## config.mk

```make
export PLATFORM = sky130hd
export DESIGN_NAME = sgm_queue
export DESIGN_NICKNAME = d
export VERILOG_FILES = /design/src/sgm_queue.sv
export SDC_FILE = /design/constraint.sdc
export NUM_CORES = 1
export LEC_CHECK = 0
export BUFFER_PORTS_ARGS = -buffer_cell sky130_fd_sc_hd__buf_4
export CAP_MARGIN = 20
export CELL_PAD_IN_SITES_DETAIL_PLACEMENT = 2
export CELL_PAD_IN_SITES_GLOBAL_PLACEMENT = 2
export CORE_MARGIN = 1.5
export CORE_UTILIZATION = 45
export DETAILED_ROUTE_END_ITERATION = 10
export PLACE_DENSITY = 0.81
export SKIP_CTS_REPAIR_TIMING = 1
export SYNTH_ARGS = -nofsm -noshare
export SYNTH_HDL_FRONTEND = slang
export SYNTH_SLANG_ARGS = --single-unit
export TNS_END_PERCENT = 100
```

## constraint.sdc

```tcl
create_clock -name clk -period 3.5 [get_ports clk]
set_clock_uncertainty 0.15 [all_clocks]
set_input_delay 0.7 -clock clk [delete_from_list [all_inputs] [get_ports clk]]
set_output_delay 0.7 -clock clk [all_outputs]
set_load 0.05 [all_outputs]
```

## src/sgm_queue.sv

```systemverilog
`timescale 1ns / 1ps
// sgm_queue: small register fifo between the front and back parts
// no dependencies

module sgm_queue #(
    parameter int DATA_W = 47,
    parameter int DEPTH = 4,
    localparam int PTR_W = $clog2(DEPTH),
    localparam int CNT_W = $clog2(DEPTH + 1)
) (
    input  logic              clk,
    input  logic              rst_n,
    input  logic              push,
    input  logic [DATA_W-1:0] wdata,
    input  logic              pop,
    output logic [DATA_W-1:0] rdata,
    output logic              full,
    output logic              empty
);

    logic [DATA_W-1:0] mem [DEPTH];
    logic [PTR_W-1:0]  wr_ptr_reg, wr_ptr_next;
    logic [PTR_W-1:0]  rd_ptr_reg, rd_ptr_next;
    logic [CNT_W-1:0]  count_reg, count_next;
    logic              do_push, do_pop;

    assign full    = (count_reg == CNT_W'(DEPTH));
    assign empty   = (count_reg == '0);
    assign do_push = push && !full;
    assign do_pop  = pop && !empty;
    assign rdata   = mem[rd_ptr_reg];

    always_comb
    begin
        wr_ptr_next = wr_ptr_reg;
        rd_ptr_next = rd_ptr_reg;
        count_next  = count_reg;
        if (do_push)
        begin
            wr_ptr_next = (wr_ptr_reg == PTR_W'(DEPTH - 1)) ? '0 : wr_ptr_reg + PTR_W'(1);
        end
        if (do_pop)
        begin
            rd_ptr_next = (rd_ptr_reg == PTR_W'(DEPTH - 1)) ? '0 : rd_ptr_reg + PTR_W'(1);
        end
        if (do_push && !do_pop)
        begin
            count_next = count_reg + CNT_W'(1);
        end
        else if (do_pop && !do_push)
        begin
            count_next = count_reg - CNT_W'(1);
        end
    end

    always_ff @(posedge clk or negedge rst_n)
    begin
        if (!rst_n)
        begin
            wr_ptr_reg <= '0;
            rd_ptr_reg <= '0;
            count_reg  <= '0;
        end
        else
        begin
            wr_ptr_reg <= wr_ptr_next;
            rd_ptr_reg <= rd_ptr_next;
            count_reg  <= count_next;
        end
    end

    always_ff @(posedge clk)
    begin
        if (do_push)
        begin
            mem[wr_ptr_reg] <= wdata;
        end
    end

endmodule

```

==> results of run 1 <==
path summary, 6_finish.rpt:
path                               start            end  slack [ns]  depth (start not counted)
setup / recovery           rd_ptr_reg[0]      rdata[28]        0.32                          3
hold / removal                 wdata[22]     mem[0][22]        0.32                          1
setup reg to reg            count_reg[2]   count_reg[2]        0.99                          8
hold reg to reg             count_reg[2]   count_reg[2]        0.42                          1
max in group asynchronous          rst_n  rd_ptr_reg[0]        2.56                          2
min in group asynchronous          rst_n  wr_ptr_reg[1]        0.48                          2
through the flow:
step                      instances  hold slack (ns)  instance area (µm²)  setup slack [ns]    util
final                           629           0.3155                 8896            0.3241  0.5621
after global routing            629           0.2952                 8896            0.1661  0.5621
after CTS                       628         -0.08381                 8886            0.2697  0.5614
after detailed placement        596           0.3803                 8282            0.7292  0.5232
after global placement          596           0.3728                 8282            0.7671  0.5232
after floorplan                 283           0.2544                 7247            0.7968       -
per-layer routing:
metal	part of all wire	global-route usage	vias up	wire, µm
li1	-	-	1431	-
met1	0.42	0.2744	1839	7025
met2	0.54	0.3744	100	9094
met3	0.035	0.05248	11	587
met4	0.0068	0.04314	0	114
met5	0	0	-	0
final cells by class:
cell class | instances | area (µm²) | area share
inverter | 3 | 11.26 | 0.001266
clock buffer | 17 | 425.4 | 0.04782
timing repair buffer | 110 | 865.8 | 0.09733
tap | 216 | 270.3 | 0.03038
clock inverter | 15 | 178.9 | 0.02011
multi-input combinational | 73 | 1319 | 0.1482
sequential | 195 | 5826 | 0.6549
power breakdown:
| part | internal (W) | switching, W | total [W] |
|---|---|---|---|
| clock | 0.00113 | 0.000893 | 0.00203 |
| sequential | 0.00309 | 0.000317 | 0.00341 |
| combinational | 0.00123 | 0.00222 | 0.00345 |
critical path, stage by stage, from the launching register on:
cell and delay [ns]:
dfrtp_4 0.75, buf_12 0.32, mux4_1 0.60, buf_4 0.21
logic make-up after synthesis:
logic type / synth area share
fa+ha+maj: 0.01312
xor+xnor: 0.003626
flops: 0.8032
simple gates: 0.008460
compound gates: 0.002763
buf+inv: 0.01554
mux: 0.1533
placed cells by master (no fill, tap or decap), drive strengths merged, types with 2 or more instances in the layout:
master / count
bufinv: 3
clkbuf: 17
nor2: 2
mux2: 4
nor3: 2
inv: 8
buf: 109
clkinv: 4
edfxtp: 188
xor2: 2
and2: 4
dfrtp: 7
clkinvlp: 3
ha: 6
mux4: 47
==> results.ini, run 1 <==
[job]
max_cap_violations = 0

[logic_synthesis]
synth_top_area_frac = 0.7790
synth-edff-count = 188
syn_area_um2 = 7247
synthCells = 283
ys_ff_latch = 195
ys_types = 23
yosysWarnings = 0
yosys_most_used_dff = edfxtp_1
ys_seq_area_frac = 0.8032
avgSynthCellArea_um2 = 25.61
yosysTopAreaCell = edfxtp_1
async_flop_share = 0.03590
syn_nets = 341
synth_commonest_cells = edfxtp_1, mux4_2, dfrtp_1
synth.most_common_cell = edfxtp_1
netlist_top_cells_area = edfxtp_1, mux4_2, dfrtp_1

[detailed_routing]
totalWireLength_um = 16820
antenna_left = 0
drc_errors = 0
viasPerCell = 5.375
firstDrtPassIters = 4
drt_first_iter_violations = 189
post_drt_wl_per_cell_um = 26.74
vias = 3381

[worst_setup_path]
worstPathMaxFanout = 29
critical_path_class = reg2out
worstPathRequired_ns = 2.65
critPathCaptureType = output port
crit_path_start_kind = flop
cp.arrival_ns = 2.33

[cells_and_area]
n_fill_cell = 1315
syn_to_final_growth_pct = 22.76
largest_reg_flops = 188
nets = 458
drive_gt1_frac = 0.4722
antenna_cells = 0

[die]
row_count = 46
fp.coreArea_um2 = 15830
start_util = 0.4579
die_h_um = 129.9
io_pins = 100
dieArea_um2 = 16870
die_x_um = 129.9

[hold_path]
hp-class = in2reg

[clocking]
cts_tree = done
clk_latency_ns = 0.43
clock_path_buffers = 2
cts_root_buf = clkbuf_16
clkTransAtPathRegs_ns = 0.07
cts-htree-levels = 4
cts.sinks = 195
cts-buffers-inserted = 17

[sta]
fmax_mhz = 314.9
slew_violations = 0
worst_slew_pin_slew_ns = 0.6917
fin_crit_ns = 3.176
hold_violations = 0
min_period_over_period = 0.9074
fin_tns_setup_ns = 0
rsz0062_at_grt = no
maxSlewHeadroom = 0.5389
finalSetupViolations = 0

[power_and_ir_drop]
power_w = 0.008888
ir_worst_vdd_mv = 0.6358
power.density_nw_per_um2 = 999.1
p_leak_nw = 3.066

[place]
place_congestion = 0.6445
port_buffers = 99
dp_hpwl_um = 10250

[global_routing]
antenna_found_initial = 0
grt_overflow_total = 0
grt_pass1_vias = 3811
grtUsageTotal = 0.2137
grt_first_pass_wirelength_um = 24630
grt_max_degree = 31

[status]
status = finished clean

Note: power is estimated with default switching activity, not from simulation.
==> run 2: changes to the inputs <==
Settings changed: CORE_ASPECT_RATIO set to 0.9.
==> results.ini, run 2 (synthesis gave the netlist of run 1 again) <==
[worst_setup_path]
reg2reg_depth = 8  ; unchanged
r2r_slack_ns = 0.85  ; -0.14 ns
r2r-end = count_reg[2]
critical_path_class = reg2out
cp.arrival_ns = 2.25  ; -0.08 ns
crit_family = flip-flops
r2r-start = count_reg[2]
crit_buf_inv = 2  ; unchanged
path_cells = buf_12, mux4_2, buf_4
critPathCaptureType = output port
crit_path_start_kind = flop
worstPathMaxFanout = 24  ; -17%
critPathMaxStageDelay_ns = 0.74  ; about the same
worstPathRequired_ns = 2.65  ; about the same
crit_slowest_cell = dfrtp_4

[power_and_ir_drop]
power.internal_w = 0.005266  ; -3.5%
power.density_nw_per_um2 = 992.7  ; -0.64%
power_switching_w = 0.003501  ; +2.0%
ir_worst_vdd_mv = 0.5454  ; -14%
p_seq_frac = 0.390  ; +0.007
p_sw_frac = 0.3993  ; +0.01310
p_leak_nw = 3.043  ; -0.74%
clkPwrFrac = 0.212  ; -0.016
power_frac_comb = 0.398  ; +0.009

[die]
io_pins = 100  ; unchanged
die_x_um = 136.8  ; +5.3%
dieArea_um2 = 16880  ; about the same
row_count = 43  ; -6.5%
fp.coreArea_um2 = 15600  ; -1.4%
die_h_um = 123.4  ; -5.0%
start_util = 0.4645  ; +0.006609

[detailed_routing]
totalWireLength_um = 17970  ; +6.8%
antenna_left = 0  ; unchanged
firstDrtPassIters = 4  ; unchanged
drt_first_iter_violations = 256  ; +35%
viasPerCell = 5.611  ; +4.4%
post_drt_wl_per_cell_um = 29.27  ; +9.4%
drc_errors = 0  ; unchanged
vias = 3445  ; +1.9%

[clocking]
clk_latency_ns = 0.43  ; about the same
cts-htree-levels = 4  ; unchanged
cts.sinks = 195  ; unchanged
clock_path_buffers = 2  ; unchanged
clkTransAtPathRegs_ns = 0.07  ; about the same
cts_root_buf = clkbuf_16
cts-buffers-inserted = 17  ; unchanged
cts_tree = done

[cells_and_area]
final_cell_mix = edfxtp_1, buf_4, mux4_2
syn_to_final_growth_pct = 21.86
fin_area_um2 = 8831  ; -0.73%
antenna_cells = 0  ; unchanged
mostFrequentLayoutCell = edfxtp_1
drive_gt1_frac = 0.4733  ; +0.001146
utilization = 0.5660  ; +0.003943
seq_area_um2 = 5826  ; unchanged
multi_input_area_um2 = 1319  ; unchanged
nets = 457  ; -0.22%
fin_cells = 614  ; -2.4%
n_fill_cell = 1269  ; -3.5%
largest_reg_flops = 188  ; unchanged

[global_routing]
grt_pass1_vias = 3719  ; -2.4%
grt_max_degree = 39  ; +26%
grtUsageTotal = 0.2286  ; +0.01484
grt_first_pass_wirelength_um = 25810  ; +4.8%
grt_overflow_total = 0  ; unchanged
antenna_found_initial = 0  ; unchanged

[place]
place_congestion = 0.6648  ; +3.1%
placed_area_um2 = 8269  ; -0.15%
dp_hpwl_um = 11320  ; +10%
port_buffers = 99  ; unchanged
dp.cells = 581  ; -2.5%

[sta]
fmax_mhz = 322.1  ; +2.3%
min_period_over_period = 0.8870  ; -0.02043
hold_violations = 0  ; unchanged
slew_violations = 0  ; unchanged
maxSlewHeadroom = 0.5128  ; -0.02607
fin_crit_ns = 3.104  ; -0.07151 ns
fin_tns_setup_ns = 0  ; unchanged
finalSetupViolations = 0  ; unchanged
worst_slew_pin_slew_ns = 0.7293  ; +0.03761 ns
rsz0062_at_grt = no

[hold_path]
hp-class = in2reg
hp-start = wdata[43]
holdPathEnd = mem[2][43]
holdPathStages = 1  ; unchanged

[status]
status = finished clean

[job]
max_cap_violations = 0  ; unchanged

## run 2: cell count changes in the layout (fill, tap and decap cells not counted)
cell,change
clkinv_4,+4
bufinv_16,-3
buf_4,-2
inv_8,+2
buf_12,+1
clkinv_1,-1
clkinvlp_4,-1
inv_6,-1
## run 2: per-layer routing
metal  vias to the layer above  wire length, µm  share of wire  global-route usage
met1                      1874             7560           0.42              0.3017
met5                         -                0              0                   0
met2                       122             9456           0.53              0.3872
met4                         0              221          0.012             0.05386
li1                       1435                -              -                   -
met3                        14              731          0.041             0.05535
## run 2: final cells by class
cell class,count,share of cell area
inverters,3,0.001275
well taps,202,0.02862
clock buffers,17,0.04817
flip-flops and latches,195,0.6597
multi-input cells,73,0.1493
repair buffers,109,0.09861
clock inverters,15,0.01431
## run 2: worst max path at each step
stage,from,slack (ns),end,depth (start not counted)
after global routing,rd_ptr_reg[0],0.25,rdata[22],3
after detailed placement,push,0.63,count_reg[2],8
final,rd_ptr_reg[0],0.40,rdata[0],3
after global placement,rd_ptr_reg[0],0.84,rdata[10],3
after CTS,rd_ptr_reg[0],0.35,rdata[0],3
after floorplan,count_reg[0],0.80,mem[0][0],4
## run 2: worst register-to-register path: cells and delay by family, from the launching register on
kind                     cells  cell delay [ns]
XOR/XNOR                     2             0.34
adder cells (fa/ha/maj)      2             0.70
buffers and inverters        1             0.06
flip-flops                   1             0.42
AND/OR/NAND/NOR              3             0.90
## run 2: metrics by stage
stage          total power [W]  hold WS (ns)  worst slack [ns]
2_1_floorplan         0.005841        0.2544            0.7968
3_3_place_gp          0.006785        0.3694            0.8369
3_5_place_dp          0.006973        0.3796            0.6347
4_1_cts               0.008852      -0.08572            0.3476
5_1_grt               0.009097        0.2953            0.2511
6_report              0.008767        0.3159            0.3956
## run 2: power by group through the flow
stage / logic, W / clock network, W / registers [W]
after floorplan: 0.00260 / 0 / 0.00324
after global placement: 0.00341 / 0 / 0.00338
after detailed placement: 0.00351 / 0 / 0.00346
after CTS: 0.00354 / 0.00189 / 0.00343
after global routing: 0.00366 / 0.00198 / 0.00346
final: 0.00349 / 0.00186 / 0.00342
