--- src/sgm_pkg.sv ---
`timescale 1ns / 1ps
// sgm_pkg: shared types and constants of the sobel gradient magnitude block
// no dependencies

package sgm_pkg;

    localparam int PIX_W        = 8;
    localparam int CFG_W        = 12;
    localparam int ROW_W        = 12;
    localparam int SUM_W        = 11;
    localparam int MAG_W        = 12;
    localparam int MAG_MAX      = (1 << MAG_W) - 1;

    localparam int MIN_DIM      = 3;
    localparam int RESET_WIDTH  = 640;
    localparam int RESET_HEIGHT = 480;

    localparam int APB_ADDR_W   = 3;
    localparam int APB_DATA_W   = 32;
    localparam int REG_IDX_LSB  = 2;
    localparam logic REG_FRAME_WIDTH  = 1'b0;
    localparam logic REG_FRAME_HEIGHT = 1'b1;

    localparam int SQ_W         = 2 * SUM_W - 1;
    localparam int SCALE_SH     = 10;
    localparam int RAD_W        = SQ_W + 1 + SCALE_SH;
    localparam int SQRT_STEPS   = RAD_W / 2;
    localparam int REM_W        = 17;
    localparam int ROUND_ADD    = 9;
    localparam int STEP_CNT_W   = 4;

    // divide by 18 as a halving then a multiply by ceil(2^19 / 9)
    localparam int HALF_W       = REM_W - 1;
    localparam int RECIP_M      = 58255;
    localparam int RECIP_W      = 16;
    localparam int RECIP_SH     = 19;
    localparam int PROD_W       = HALF_W + RECIP_W;
    localparam int QUOT_W       = PROD_W - RECIP_SH;

    typedef struct packed {
        logic [CFG_W-1:0] frame_width;
        logic [CFG_W-1:0] frame_height;
    } cfg_t;

    typedef enum logic [1:0] {
        F_IDLE = 2'b01,
        F_CALC = 2'b10
    } front_state_t;

    typedef enum logic [6:0] {
        B_IDLE = 7'b0000001,
        B_MUL  = 7'b0000010,
        B_INIT = 7'b0000100,
        B_SQRT = 7'b0001000,
        B_RND  = 7'b0010000,
        B_DIV  = 7'b0100000,
        B_DONE = 7'b1000000
    } back_state_t;

endpackage

--- src/sgm_back.sv ---
`timescale 1ns / 1ps
// sgm_back: squares, square root and rounding divide to the q.4 magnitude
// depends on sgm_pkg

module sgm_back import sgm_pkg::*; #(
    parameter int MAX_WIDTH = 2048,
    localparam int COL_W = $clog2(MAX_WIDTH),
    localparam int ENTRY_W = 1 + 2 * SUM_W + COL_W + ROW_W
) (
    input  logic                     clk,
    input  logic                     rst_n,
    input  logic                     q_empty,
    output logic                     q_pop,
    input  logic [ENTRY_W-1:0]       q_data,
    output logic                     out_valid,
    input  logic                     out_stall,
    output logic [ROW_W-1:0]         out_row,
    output logic [COL_W-1:0]         out_col,
    output logic signed [SUM_W-1:0]  grad_x_sum,
    output logic signed [SUM_W-1:0]  grad_y_sum,
    output logic [MAG_W-1:0]         grad_magnitude,
    output logic                     last_of_frame
);

    localparam int COL_LSB = ROW_W;
    localparam int SX_LSB  = ROW_W + COL_W;
    localparam int SY_LSB  = SX_LSB + SUM_W;

    back_state_t state_reg, state_next;

    logic [ENTRY_W-1:0]    ent_reg, ent_next;
    logic [SQ_W-1:0]       sqx_reg, sqx_next, sqy_reg, sqy_next;
    logic [RAD_W-1:0]      v_reg, v_next, res_reg, res_next, bit_reg, bit_next;
    logic [STEP_CNT_W-1:0] cnt_reg, cnt_next;
    logic [REM_W-1:0]      rem_reg, rem_next;
    logic [MAG_W-1:0]      q_reg, q_next;

    logic                  out_valid_reg, out_valid_next;
    logic [ROW_W-1:0]      out_row_reg, out_row_next;
    logic [COL_W-1:0]      out_col_reg, out_col_next;
    logic [SUM_W-1:0]      out_sx_reg, out_sx_next, out_sy_reg, out_sy_next;
    logic [MAG_W-1:0]      out_mag_reg, out_mag_next;
    logic                  out_last_reg, out_last_next;

    logic signed [SUM_W-1:0]   ent_sx, ent_sy;
    logic signed [2*SUM_W-1:0] prod_x, prod_y;
    logic [SQ_W:0]             sq_sum;
    logic [RAD_W-1:0]          trial;
    logic [PROD_W-1:0]         recip_prod;
    logic [QUOT_W-1:0]         quot;

    assign ent_sx = ent_reg[SX_LSB +: SUM_W];
    assign ent_sy = ent_reg[SY_LSB +: SUM_W];
    assign prod_x = ent_sx * ent_sx;
    assign prod_y = ent_sy * ent_sy;
    assign sq_sum = {1'b0, sqx_reg} + {1'b0, sqy_reg};
    assign trial  = res_reg + bit_reg;

    assign recip_prod = PROD_W'(rem_reg[REM_W-1:1]) * PROD_W'(RECIP_M);
    assign quot       = recip_prod[PROD_W-1:RECIP_SH];

    always_comb
    begin
        state_next     = state_reg;
        ent_next       = ent_reg;
        sqx_next       = sqx_reg;
        sqy_next       = sqy_reg;
        v_next         = v_reg;
        res_next       = res_reg;
        bit_next       = bit_reg;
        cnt_next       = cnt_reg;
        rem_next       = rem_reg;
        q_next         = q_reg;
        q_pop          = 1'b0;
        out_row_next   = out_row_reg;
        out_col_next   = out_col_reg;
        out_sx_next    = out_sx_reg;
        out_sy_next    = out_sy_reg;
        out_mag_next   = out_mag_reg;
        out_last_next  = out_last_reg;
        out_valid_next = out_valid_reg && out_stall;
        case (state_reg)
            B_IDLE:
            begin
                if (!q_empty)
                begin
                    q_pop      = 1'b1;
                    ent_next   = q_data;
                    state_next = B_MUL;
                end
            end
            B_MUL:
            begin
                sqx_next   = prod_x[SQ_W-1:0];
                sqy_next   = prod_y[SQ_W-1:0];
                state_next = B_INIT;
            end
            B_INIT:
            begin
                v_next     = {sq_sum, {SCALE_SH{1'b0}}};
                res_next   = '0;
                bit_next   = RAD_W'(1) << (RAD_W - 2);
                cnt_next   = STEP_CNT_W'(SQRT_STEPS - 1);
                state_next = B_SQRT;
            end
            B_SQRT:
            begin
                if (v_reg >= trial)
                begin
                    v_next   = v_reg - trial;
                    res_next = (res_reg >> 1) + bit_reg;
                end
                else
                begin
                    res_next = res_reg >> 1;
                end
                bit_next = bit_reg >> 2;
                cnt_next = cnt_reg - STEP_CNT_W'(1);
                if (cnt_reg == '0)
                begin
                    state_next = B_RND;
                end
            end
            B_RND:
            begin
                rem_next   = REM_W'(res_reg) + REM_W'(ROUND_ADD);
                state_next = B_DIV;
            end
            B_DIV:
            begin
                if (quot > QUOT_W'(MAG_MAX))
                begin
                    q_next = MAG_W'(MAG_MAX);
                end
                else
                begin
                    q_next = quot[MAG_W-1:0];
                end
                state_next = B_DONE;
            end
            B_DONE:
            begin
                if (!out_valid_reg || !out_stall)
                begin
                    out_row_next   = ent_reg[ROW_W-1:0];
                    out_col_next   = ent_reg[COL_LSB +: COL_W];
                    out_sx_next    = ent_sx;
                    out_sy_next    = ent_sy;
                    out_mag_next   = q_reg;
                    out_last_next  = ent_reg[ENTRY_W-1];
                    out_valid_next = 1'b1;
                    state_next     = B_IDLE;
                end
            end
            default:
            begin
                state_next = B_IDLE;
            end
        endcase
    end

    always_ff @(posedge clk or negedge rst_n)
    begin
        if (!rst_n)
        begin
            state_reg     <= B_IDLE;
            out_valid_reg <= 1'b0;
        end
        else
        begin
            state_reg     <= state_next;
            out_valid_reg <= out_valid_next;
        end
    end

    always_ff @(posedge clk)
    begin
        ent_reg      <= ent_next;
        sqx_reg      <= sqx_next;
        sqy_reg      <= sqy_next;
        v_reg        <= v_next;
        res_reg      <= res_next;
        bit_reg      <= bit_next;
        cnt_reg      <= cnt_next;
        rem_reg      <= rem_next;
        q_reg        <= q_next;
        out_row_reg  <= out_row_next;
        out_col_reg  <= out_col_next;
        out_sx_reg   <= out_sx_next;
        out_sy_reg   <= out_sy_next;
        out_mag_reg  <= out_mag_next;
        out_last_reg <= out_last_next;
    end

    assign out_valid      = out_valid_reg;
    assign out_row        = out_row_reg;
    assign out_col        = out_col_reg;
    assign grad_x_sum     = out_sx_reg;
    assign grad_y_sum     = out_sy_reg;
    assign grad_magnitude = out_mag_reg;
    assign last_of_frame  = out_last_reg;

endmodule

--- config.mk ---
export PLATFORM = sky130hd
export DESIGN_NAME = sgm_back
export DESIGN_NICKNAME = d
export VERILOG_FILES = /design/src/sgm_pkg.sv /design/src/sgm_back.sv
export SDC_FILE = /design/constraint.sdc
export NUM_CORES = 1
export LEC_CHECK = 0
export BUFFER_PORTS_ARGS = -buffer_cell sky130_fd_sc_hd__buf_2
export CAP_MARGIN = 20
export CORE_AREA = 2 2 254 256
export DETAILED_ROUTE_END_ITERATION = 12
export DIE_AREA = 0 0 256 258
export GPL_TIMING_DRIVEN = 0
export PLACE_DENSITY = 0.64
export SLEW_MARGIN = 10
export SYNTH_ARGS = -nofsm -noshare
export SYNTH_HDL_FRONTEND = slang
export SYNTH_SLANG_ARGS = --single-unit
--- constraint.sdc ---
create_clock -name clk -period 9.65 [get_ports clk]
set_clock_uncertainty 0.1 [all_clocks]
set_input_delay 0.4825 -clock clk [delete_from_list [all_inputs] [get_ports clk]]
set_output_delay 0.4825 -clock clk [all_outputs]
set_load 0.02 [all_outputs]
==> results.toml, run 1 <==
[clock_network]
htreeDepth = 2
cts_hold_buf = 47
cts_tree = "done"
root_buffer = "clkbuf_16"
cts_buffers = 34
clock_latency_ns = 0.56
cts.sinks = 264
cts.path.max_buffers = 3
path_clk_slew_ns = 0.06
cts_resized = 0
post-cts-setup-buffers = 0

[synth]
ys_ff_latch = 264
post_synth_instance_area_sq_um = 25110
avgSynthCellArea_sq_um = 10.84
synthCells = 2316
synth_edf_count = 256
synthArstFlopShare_pct = 3.030
yosysSeqAreaShare_pct = 31.42
yosysUniqueCellTypes = 74
yosys_warnings = 0
syn_nets = 2922
synth_ff_type = "edfxtp_1"

[critical_path]
max_stage_delay_ns = 0.62
cp_slowest_cell = "fa_1"
critPathRequiredTime_ns = 9.97
crit_type = "reg2reg"
worstReg2RegEnd = "q_reg[1]"
r2r_cells = 20
start_kind = "register"
r2r_start = "rem_reg[4]"
cpMostUsedCell = "fa_1"
cp.arrival_ns = 6.59
cp-end-kind = "register"
cp_max_fo = 8
path_cells = "fa_1 -> ha_1 -> inv_1 -> fa_1 -> inv_1 -> fa_1 -> fa_1 -> inv_1 -> fa_1 -> inv_1 -> ha_1 -> a21oi_1 -> o21ai_0 -> a221oi_1 -> o21a_1 -> o211ai_1 -> a41o_1 -> a2111o_1 -> nand3_1 -> nand2b_1"
r2r_setup_slack_ns = 3.38

[hold_path]
min_path_type = "in2reg"
hold_start = "q_empty"
hold_path_depth = 2
hold_path_end = "state_reg[1]"

[global_route]
grt-ovfl-total = 0
grt_util_all_layers_pct = 16.89
grt_pass1_vias = 18250
antenna_found_initial = 0
grt_max_degree = 32
grt_pass1_wl_um = 91280

[floorplanning]
dieArea_sq_um = 66050
io_pins = 110
core-area_sq_um = 63650
die_w_um = 256
start_util_pct = 39.45
die_h_um = 258
rows = 93

[timing]
fin_hold_ws_ns = 0.03967
tightest_slew_ns = 0.9863
drv_slew = 0
final_hold_viol_count = 0
setup_viol = 0
fin_crit_ns = 6.271
finalSetupTns_ns = 0
fmax_mhz = 159.5
period_share_pct = 64.98
rsz0062_at_grt = "false"
maxSlewHeadroom_pct = 34.24

[finish]
layout_commonest_cell = "inv_1"
drive_gt1_share_pct = 8.186
largest_reg_flops = 46
fin_nets = 3122
diodes = 0
area_delta_synth_final_pct = 13.42
mostFrequentLayoutCells = "inv_1, ha_1, fa_1"

[placed_design]
hpwl_um = 43810
gp_congestion = 0.8759
portBuffers = 109

[route]
firstDrtPassIters = 5
drcViolationCount = 0
avgRoutedWirePerCell_um = 16.11
via_per_inst = 5.054
drtIter0Drc = 1039
totalWireLength_um = 54710
ant_nets = 0
route.vias.total = 17160

[status]
status = "finished clean"

[run]
drv_cap = 0
==> cell families after synthesis <==
group	count (synthesis)	share of synthesized area, %
simple gates	509	10.35
xor+xnor	169	5.895
mux	3	0.1296
compound gates	361	9.488
flops	264	31.42
fa+ha+maj	556	35.87
buf+inv	454	6.852
==> layer usage <==
metal | global-route usage, % | share of wire (%) | up-vias | wire length [um]
met5 | 0 | 0 | - | 0
li1 | - | - | 8194 | -
met1 | 21.68 | 44 | 8540 | 24180
met4 | 5.068 | 2.8 | 0 | 1540
met3 | 2.287 | 3.7 | 93 | 2013
met2 | 29.72 | 49 | 337 | 26980
==> how the worst max path moves through the flow <==
stage | start | slack, ns | end
6_report | rem_reg[4] | 3.38 | q_reg[1]
5_1_grt | rem_reg[5] | 3.07 | q_reg[1]
4_1_cts | rem_reg[5] | 3.34 | q_reg[1]
3_5_place_dp | rem_reg[5] | 3.39 | q_reg[1]
3_3_place_gp | res_reg[2] | 0.55 | v_reg[2]
2_1_floorplan | res_reg[2] | 2.71 | v_reg[0]
==> synthesized netlist by cell type, drive strengths merged, types with 6 or more instances <==
master,n,area (sq um)
fa,273,5465
o21a,8,60.06
nand4,23,143.9
o21ai,65,325.3
dfrtp,7,175.2
nand2b,24,150.1
nand3,27,135.1
a31o,14,122.6
a31oi,33,219.0
a21boi,6,45.04
or3,11,68.82
inv,396,1486
and3,21,131.4
clkbuf,49,183.9
and2,108,675.7
ha,283,3541
nand2,115,431.7
o21bai,16,120.1
a21o,43,322.8
a21oi,98,490.5
nor2,104,390.4
xor2,71,621.9
o211ai,10,80.07
buf,9,50.05
nor3,24,120.1
a211oi,25,192.7
xnor2,98,858.3
edfxtp,256,7687
nor2b,29,181.4
==> critical path: cells and delay by family, from the launching register on <==
kind,cells,cell delay (ns)
and+or+nand+nor,2,0.39
buffers and inverters,4,0.25
AOI/OAI and AO/OA,7,1.79
DFF,1,0.50
adders and majority gates,7,3.08
==> through the flow <==
step,cell area [sq um],instances,setup WS (ns),utilization (%)
5_1_grt,28480,3396,3.065,44.74
4_1_cts,28480,3396,3.343,44.74
3_3_place_gp,26720,3280,0.5517,41.99
6_report,28480,3396,3.379,44.74
3_5_place_dp,26900,3288,3.389,42.26
2_1_floorplan,25110,2316,2.707,-
==> area by class of cell <==
| type | count | area [sq um] |
|---|---|---|
| clock inverter | 20 | 231.5 |
| tap | 855 | 1070 |
| sequential | 264 | 7889 |
| inverter | 396 | 1486 |
| timing repair buffer | 164 | 1154 |
| clock buffer | 41 | 877.1 |
| multi-input combinational | 1598 | 15540 |
| buffer | 58 | 234.0 |
| fill | 5941 | 35170 |
Power of run 1 is left out: the tool's default activity adds up to more than one toggle a clock period on the data nets, which glitch-free logic cannot reach.
==> run 2: changes to the inputs <==
--- a/config.mk
+++ b/config.mk
@@ -11,7 +11,7 @@
 export DETAILED_ROUTE_END_ITERATION = 12
 export DIE_AREA = 0 0 256 258
 export GPL_TIMING_DRIVEN = 0
-export PLACE_DENSITY = 0.64
+export PLACE_DENSITY = 0.67
 export SLEW_MARGIN = 10
 export SYNTH_ARGS = -nofsm -noshare
 export SYNTH_HDL_FRONTEND = slang
==> constraint.sdc (replaced) <==
create_clock -name clk -period 5.5 [get_ports clk]
set_clock_uncertainty 0.1 [all_clocks]
set_input_delay 0.275 -clock clk [delete_from_list [all_inputs] [get_ports clk]]
set_output_delay 0.275 -clock clk [all_outputs]
set_load 0.02 [all_outputs]
==> run 2 against run 1 <==
The flow now finishes with violations (setup timing). Wire length rose by 3.9%. Die area did not move. Worst setup slack got worse by 3.7 ns. Largest cell class unchanged. Flip-flop and latch count did not move. Critical path depth did not move. Sequential share of layout area fell by 0.96 points. Critical endpoint is now q_reg[5]. Via count rose by 1.7%.
==> results.toml, run 2 (same netlist as run 1, synthesis figures left out) <==
[timing]
fin_crit_ns = 5.812
setup_viol = 12
rsz0062_at_grt = "true"
final_hold_viol_count = 0
tightest_slew_ns = 0.9847
fmax_mhz = 172.1
maxSlewHeadroom_pct = 34.35
period_share_pct = 105.7
worst_slack_ns = -0.3119
drv_slew = 0
fin_hold_ws_ns = 0.1703

[finish]
n_fill_cell = 5843
fin_util_pct = 46.35
largest_reg_flops = 46
fin_nets = 3189
finalNonFillerCells = 3463
area_delta_synth_final_pct = 17.50
drive_gt1_share_pct = 13.84
mostFrequentLayoutCells = "inv_1, fa_1, ha_1"
diodes = 0
layout_commonest_cell = "inv_1"

[route]
via_per_inst = 5.040
drcViolationCount = 0
drtIter0Drc = 880
avgRoutedWirePerCell_um = 16.42
firstDrtPassIters = 5
route.vias.total = 17450
ant_nets = 0
totalWireLength_um = 56870

[critical_path]
path_cells = "fa_1 -> ha_4 -> inv_1 -> fa_1 -> inv_1 -> fa_1 -> fa_1 -> inv_2 -> fa_2 -> inv_2 -> ha_4 -> a21oi_2 -> o21ai_1 -> a221oi_2 -> o21a_1 -> o211ai_1 -> a41o_1 -> a2111o_1 -> nand3_4 -> nand2b_4"
critPathBufInv = 4
max_stage_delay_ns = 0.57
crit_type = "reg2reg"
start_kind = "register"
cpMostUsedCell = "fa_1"
critPathRequiredTime_ns = 5.87
cp-end-kind = "register"
cp_slowest_cell = "fa_1"
cp_top_family = "adder cells"
cp.arrival_ns = 6.18
cp_max_fo = 8

[floorplanning]
die_w_um = 256
core-area_sq_um = 63650
die_h_um = 258
rows = 93
dieArea_sq_um = 66050
io_pins = 110
start_util_pct = 39.45

[placed_design]
gp_congestion = 0.9120
portBuffers = 109
dpl.cell_count = 3288
hpwl_um = 43860

[global_route]
grt_pass1_vias = 18630
grt_util_all_layers_pct = 17.03
grt_pass1_wl_um = 91870
grt_max_degree = 29
antenna_found_initial = 0
grt-ovfl-total = 0

[clock_network]
root_buffer = "clkbuf_16"
cts_buffers = 31
htreeDepth = 1
cts_tree = "done"
cts.path.max_buffers = 3
path_clk_slew_ns = 0.06
clock_latency_ns = 0.60
cts.sinks = 264

[hold_path]
min_path_type = "in2async"

[run]
drv_cap = 0

[status]
violations = "setup timing"
status = "finished, violations left"
-- run 2: path summary, 6_finish.rpt --
kind,from,end,slack [ns],cells after the start
worst max-delay path,rem_reg[12],q_reg[5],-0.31,20
worst min-delay path,rst_n,state_reg[0],0.17,2
worst max register to register,rem_reg[12],q_reg[5],-0.31,20
worst min register to register,ent_reg[14],out_col[2],0.32,0
max in group asynchronous,rst_n,state_reg[6],4.30,3
min in group clk,q_data[18],ent_reg[18],0.28,2
-- run 2: metal layers --
layer,global-route usage (%),wire [um],share of wire [%],up-vias
li1,-,-,-,8321
met1,20.31,23100,41,8674
met2,32.53,30350,53,364
met3,1.914,2130,3.7,95
met4,4.175,1288,2.3,0
met5,0,0,0,-
-- run 2: worst reg2reg max path, stage by stage, from the launching register on --
cell,delay (ns)
edfxtp_1,0.49
fa_1,0.57
ha_4,0.31
inv_1,0.04
fa_1,0.47
inv_1,0.05
fa_1,0.46
fa_1,0.51
inv_2,0.05
fa_2,0.53
inv_2,0.04
ha_4,0.16
a21oi_2,0.13
o21ai_1,0.10
a221oi_2,0.32
o21a_1,0.19
o211ai_1,0.17
a41o_1,0.27
a2111o_1,0.45
nand3_4,0.13
nand2b_4,0.15
-- run 2: cell type report --
type | instances | area [sq um] | area share [%]
Clock inverter | 23 | 300.3 | 1.018
Sequential cell | 264 | 7889 | 26.74
Timing Repair Buffer | 242 | 1768 | 5.993
Tap cell | 855 | 1070 | 3.626
Buffer | 50 | 251.5 | 0.8525
Inverter | 396 | 1486 | 5.038
Clock buffer | 35 | 790.8 | 2.680
Multi-Input combinational cell | 1598 | 15950 | 54.05
-- run 2: repair_timing --
item                                    in CTS  in global routing
setup buffers                               42                 32
pin swaps                                   30                 21
endpoints found under the setup margin      82                 89
gates cloned                                 0                  0
gates resized for setup                     58                 68
hold buffers                                50                  0
endpoints found under the hold margin       58                  0
-- run 2: through the flow --
step | area, sq um | setup slack (ns) | TNS, ns
6_report | 29500 | -0.3119 | -3.374
5_1_grt | 29500 | -0.5350 | -6.284
2_1_floorplan | 25120 | 0.01599 | 0
3_3_place_gp | 26730 | -1.158 | -117.62
4_1_cts | 29050 | -0.2808 | -2.899
3_5_place_dp | 26900 | -0.6763 | -21.20
Power of run 2 is left out for the same reason.
==> run 3: changes to the inputs <==
--- a/config.mk
+++ b/config.mk
@@ -12,6 +12,7 @@
 export DIE_AREA = 0 0 256 258
 export GPL_TIMING_DRIVEN = 0
 export PLACE_DENSITY = 0.67
+export SKIP_CTS_REPAIR_TIMING = 1
 export SLEW_MARGIN = 10
 export SYNTH_ARGS = -nofsm -noshare
 export SYNTH_HDL_FRONTEND = slang
==> run 3 against run 2 <==
Flip-flop and latch count unchanged. Final cell count is 0.69% higher. Global-route usage shrank 0.60 points. Non-clock buffer count up 24. Utilization rose by 0.30 points. Via count about the same. The run still ends with setup timing left. Worst setup slack lost 0.065 ns. Worst hold slack got worse by 0.15 ns. First-iteration DRC count decreased by 0.23%. Critical path type unchanged. Design area grew 0.65%. Critical path depth unchanged. Critical endpoint unchanged.
==> results.toml, run 3 (same netlist as run 1, synthesis figures left out) <==
[status]
status = "finished, violations left"
violations = "setup timing"

[finish]
final_cell_area_sq_um = 29690
largest_reg_flops = 46
drive_gt1_share_pct = 14.82
fin_nets = 3213
layout_commonest_cell = "inv_1"
area_delta_synth_final_pct = 18.26
mostFrequentLayoutCells = "inv_1, fa_1, ha_1"
diodes = 0

[floorplanning]
start_util_pct = 39.45
die_h_um = 258
core-area_sq_um = 63650
dieArea_sq_um = 66050
rows = 93
io_pins = 110
die_w_um = 256

[timing]
final_hold_viol_count = 0
fmax_mhz = 170.2
worst_slack_ns = -0.3764
fin_crit_ns = 5.876
setup_viol = 12
fin_hold_ws_ns = 0.01869
tightest_slew_ns = 1.021
maxSlewHeadroom_pct = 31.96
finalSetupTns_ns = -3.775
rsz0062_at_grt = "true"
drv_slew = 0
period_share_pct = 106.8

[clock_network]
root_buffer = "clkbuf_16"
cts.sinks = 264
cts_tree = "done"
cts.path.max_buffers = 3
path_clk_slew_ns = 0.06
cts_buffers = 31
htreeDepth = 1
clock_latency_ns = 0.60

[critical_path]
cp-end-kind = "register"
start_kind = "register"
cp.arrival_ns = 6.25
critPathRequiredTime_ns = 5.87
crit_type = "reg2reg"
cp_max_fo = 8

[route]
totalWireLength_um = 56250
avgRoutedWirePerCell_um = 16.13
drcViolationCount = 0
drtIter0Drc = 878
route.vias.total = 17450
firstDrtPassIters = 5
ant_nets = 0
via_per_inst = 5.004

[placed_design]
place_ws_ns = -0.6763
gp_congestion = 0.9120
portBuffers = 109
hpwl_um = 43860
placed_area_sq_um = 26900

[global_route]
grt_use_met3_pct = 1.875
antenna_found_initial = 0
grt_use_met2_pct = 31.14
grt_util_all_layers_pct = 16.43
grt-ovfl-total = 0
top_usage_layer = "met2"
globalRouteMet1Util_pct = 19.78
grt_pass1_vias = 18090
grt_max_degree = 29
grt_pass1_wl_um = 88950

[hold_path]
min_path_type = "in2async"

[run]
drv_cap = 0
-- run 3: worst max-delay path, stage by stage, from the launching register on --
cell	delay [ns]
edfxtp_1	0.49
fa_1	0.55
ha_4	0.31
inv_2	0.04
fa_1	0.51
inv_2	0.04
fa_1	0.49
fa_1	0.51
inv_2	0.04
fa_1	0.48
inv_2	0.04
ha_4	0.16
a21oi_2	0.13
o21ai_1	0.08
a221oi_2	0.31
o21a_1	0.20
o211ai_1	0.17
a41o_1	0.27
a2111o_1	0.52
nand3_4	0.14
nand2b_4	0.15
-- run 3: per-stage QoR --
step           util (%)  std cells
2_1_floorplan         -       2316
3_3_place_gp      42.00       3280
3_5_place_dp      42.26       3288
4_1_cts           43.98       3346
5_1_grt           46.65       3487
6_report          46.65       3487
-- run 3: path summary, 6_finish.rpt --
kind / startpoint / end / depth (start not counted) / slack (ns)
setup / recovery: rem_reg[5] / q_reg[5] / 20 / -0.38
hold / removal: rst_n / state_reg[5] / 2 / 0.02
setup reg to reg: rem_reg[5] / q_reg[5] / 20 / -0.38
hold reg to reg: ent_reg[3] / out_row[3] / 0 / 0.32
max in group asynchronous: rst_n / state_reg[0] / 2 / 5.02
min in group clk: q_data[18] / ent_reg[18] / 2 / 0.28
-- run 3: routing by layer --
metal / share of wire (%) / vias up
met3: 3.5 / 90
met5: 0 / -
met4: 2.1 / 0
met2: 53 / 323
li1: - / 8378
met1: 41 / 8658
-- run 3: area by class of cell --
type,instances,area [sq um]
Timing Repair Buffer,262,1916
Clock buffer,35,790.8
Fill cell,5829,33960
Inverter,396,1486
Sequential cell,264,7889
Multi-Input combinational cell,1598,15950
Buffer,54,294.0
Clock inverter,23,300.3
Tap cell,855,1070
Power of run 3 is left out for the same reason.
